## src/rtl/lom_pkg.sv

```systemverilog
// ============================================================================
// lom_pkg: shared types for the limit order matcher
// Holds the order word carried from the front end to the match engine.
// ============================================================================
package lom_pkg;

  typedef struct packed {
    logic        req_type;
    logic [31:0] order_id;
    logic        order_side;
    logic        order_kind;
    logic [31:0] order_price;
    logic [31:0] order_quantity;
    logic [47:0] now_time;
  } order_t;

  localparam logic [1:0] STATUS_NEW     = 2'd0;
  localparam logic [1:0] STATUS_PARTIAL = 2'd1;
  localparam logic [1:0] STATUS_FILLED  = 2'd2;

endpackage

```

## src/rtl/lom_order_fifo.sv

```systemverilog
// ============================================================================
// lom_order_fifo: two-entry order queue
// Decouples order intake from the match engine so each side stalls alone.
// ============================================================================
module lom_order_fifo (
  input  logic            clk_i,
  input  logic            rst_ni,
  input  logic            in_valid_i,
  output logic            in_stall_o,
  input  lom_pkg::order_t in_word_i,
  output logic            out_valid_o,
  input  logic            out_pop_i,
  output lom_pkg::order_t out_word_o
);
  import lom_pkg::*;

  order_t     mem_q [2];
  logic       wr_ptr_q, rd_ptr_q;
  logic [1:0] count_q;
  logic       push, pop;

  assign in_stall_o  = (count_q == 2'd2);
  assign out_valid_o = (count_q != 2'd0);
  assign out_word_o  = mem_q[rd_ptr_q];
  assign push        = in_valid_i && !in_stall_o;
  assign pop         = out_pop_i && out_valid_o;

  always_ff @(posedge clk_i) begin
    if (push) begin
      mem_q[wr_ptr_q] <= in_word_i;
    end
  end

  always_ff @(posedge clk_i or negedge rst_ni) begin
    if (!rst_ni) begin
      wr_ptr_q <= 1'b0;
      rd_ptr_q <= 1'b0;
      count_q  <= 2'd0;
    end else begin
      if (push) wr_ptr_q <= ~wr_ptr_q;
      if (pop)  rd_ptr_q <= ~rd_ptr_q;
      count_q <= count_q + {1'b0, push} - {1'b0, pop};
    end
  end
endmodule

```

## config.mk

```make
export PLATFORM = sky130hd
export DESIGN_NAME = lom_order_fifo
export DESIGN_NICKNAME = d
export VERILOG_FILES = /design/src/rtl/lom_pkg.sv /design/src/rtl/lom_order_fifo.sv
export SDC_FILE = /design/constraint.sdc
export NUM_CORES = 1
export LEC_CHECK = 0
export BUFFER_PORTS_ARGS = -buffer_cell sky130_fd_sc_hd__clkbuf_2
export CAP_MARGIN = 15
export CORE_MARGIN = 2
export CORE_UTILIZATION = 49
export CTS_BUF_LIST = sky130_fd_sc_hd__clkbuf_2 sky130_fd_sc_hd__clkbuf_4 sky130_fd_sc_hd__clkbuf_8
export CTS_CLUSTER_SIZE = 16
export DETAILED_ROUTE_END_ITERATION = 7
export PLACE_DENSITY = 0.79
export SETUP_SLACK_MARGIN = 0.3
export SYNTH_ARGS = -nofsm -noshare
export SYNTH_HDL_FRONTEND = slang
export SYNTH_SLANG_ARGS = --single-unit
```

## constraint.sdc

```tcl
create_clock -name clk_i -period 7.3 [get_ports clk_i]
set_input_delay 1.095 -clock clk_i [delete_from_list [all_inputs] [get_ports clk_i]]
set_output_delay 1.095 -clock clk_i [all_outputs]
set_load 0.05 [all_outputs]
```

==> flow_summary.toml <==
[floorplanning]
rows = 54
pin_count = 300
die_w_um = 153
core_um2 = 21800
die_area_um2 = 23300
start_util = 0.498
die_y_um = 153

[cts]
cts_setup_buffers = 0
clk_pin_slew_ps = 60
postCtsResizedCells = 0
clock_sinks = 298
tritoncts = "yes"
cts_buffers = 46
htree_num_levels = 2
ctsRootBufferMaster = "clkbuf_8"
worstSkewPairLatency_ps = 530
clockBufferDepth = 3
postCtsHoldBufs = 0

[timing]
period_share = 0.526
relSlewSlack = 0.248
setup_violations = 0
finalHoldViolCount = 0
tightestPinTransition_ps = 1130
clock_skew_ps = 10.9
drv_slew = 0
post-route-worst-setup-slack_ps = 3460
fin_tns_setup_ps = 0
max_freq_ghz = 0.261
period_needed_ps = 3840
grt_setup_unrepaired = "no"
hold_ws_ps = 372

[setup_path]
r2r_slack_ps = 5080
max_stage_delay_ps = 830
cp_top_family = "buffers and inverters"
reg2reg_from = "count_q[1]"
crit_fanout = 53
crit_required_ps = 6200
cp.arrival_ps = 2740
path_cells = "buf_4, mux2_2, clkbuf_2"
critical_path.n_buffers_inverters = 2
cp_slowest_cell = "dfrtp_4"
end_kind = "primary output"
worstSetupPathType = "flip-flop to primary output"
worstSetupStartpointType = "flip-flop"
cp-startpoint = "rd_ptr_q"

[placement]
post-place-ws_ps = 3970
port_buffers = 299
postPlaceCellArea_um2 = 12600
gp_congestion = 0.763
dp_hpwl_mm = 13.4

[final_layout]
fillers = 1609
final_cell_mix = "clkbuf_2, edfxtp_1, mux2_2"
final_common_cell = "clkbuf_2"
final_nets = 965
diodes = 0
design_area_um2 = 13500
syn_to_final_growth_pct = 24.3
layout-drive-gt1-share = 0.628

[logic_synthesis]
synth.cell_area_um2 = 10800
synth_nets = 628
synth_seq_cells = 298
yosysSeqAreaShare = 0.823
syn_inst = 475
ys_types = 16
synth_warnings = 0
syn_avg_cell_area_um2 = 22.8

[power]
power_density_nw_per_um2 = 477
p_leak_nw = 5.16
ir_drop_mv = 0.346
finalPower_mw = 6.43

[routing]
ant_nets = 0
totalWireLength_mm = 20.3
firstDrtPassIters = 4
routed_via_density = 4.98
drt-initial-drc-count = 306
drc = 0
routedWlPerCell_um = 18.1
via_count = 5602

[global_route]
grt_pass1_vias = 5893
grt_pass1_wl_mm = 31.1
antenna_found_initial = 0
grt_usage = 0.169
grt_overflow = 0
grt_max_degree = 84

[outcome]
status = "finished, final reports clean"

[flow_run]
maxCapViolCount = 0

[min_path]
worstHoldPathType = "input port to asynchronous set/reset pin"
## synth_stat cells
library cell  count  area [um^2]
mux2_2          147         1660
or2_2             1         6.26
xor2_1            1         8.76
edfxtp_1        294         8830
nand2b_1          1         6.26
nor2_1            1         3.75
buf_6            12          135
dfrtp_1           4          100
inv_1             2         7.51
ha_1              2         25.0
buf_4             2         15.0
xnor2_1           3         26.3
buf_2             2         10.0
nand2_1           1         3.75
and2_1            1         6.26
and3_1            1         6.26
## cell type report
class / instances / area [um^2] / area share
flip-flops and latches: 298 / 8930 / 0.663
multi-input cells: 159 / 1760 / 0.131
repair buffers: 305 / 1540 / 0.114
clock buffers: 63 / 779 / 0.0579
well taps: 280 / 350 / 0.0260
clock inverters: 17 / 103 / 0.00761
inverters: 2 / 7.51 / 0.000557
## per-layer routing
| metal | global-route usage | share of wire |
|---|---|---|
| met5 | 0 | 0 |
| met4 | 0.0648 | 0.028 |
| met3 | 0.0606 | 0.082 |
| met2 | 0.285 | 0.51 |
| met1 | 0.199 | 0.38 |
## power by group
part / internal (mW) / total [mW] / switching (mW)
clock: 0.725 / 1.31 / 0.589
sequential: 2.35 / 2.48 / 0.130
combinational: 0.681 / 2.64 / 1.96
total: 3.75 / 6.43 / 2.68
## registers in the layout, indices dropped and copies added, names as in the netlist
signal	flops
wr_ptr_q	1
count_q	2
mem_q	294
rd_ptr_q	1
## path summary, 6_finish.rpt
check                            endpoint  cells after the start
max in group asynchronous        rd_ptr_q                      1
max reg2reg                  mem_q[1][87]                      3
min in group clk_i             count_q[0]                      1
min reg2reg                    count_q[0]                      1
max                        out_word_o[60]                      3
min                              wr_ptr_q                      1
## cell families after synthesis
group | Yosys count | synth area share
adders and majority gates | 2 | 0.00231
buffers and inverters | 18 | 0.0155
xor gates and xnor gates | 4 | 0.00323
and+or+nand+nor | 6 | 0.00300
DFF | 298 | 0.823
muxes | 147 | 0.153
## metrics by stage
step | cells | util
after floorplan | 475 | -
after global placement | 1044 | 0.579
after detailed placement | 1044 | 0.579
after CTS | 1124 | 0.619
after global routing | 1124 | 0.619
final | 1124 | 0.619
## worst register-to-register path, stage by stage (launching register included)
cell and delay [ps]:
dfrtp_1 400, nand2b_1 160, and3_4 460, buf_4 740
Note: power is estimated with default switching activity, not from simulation.
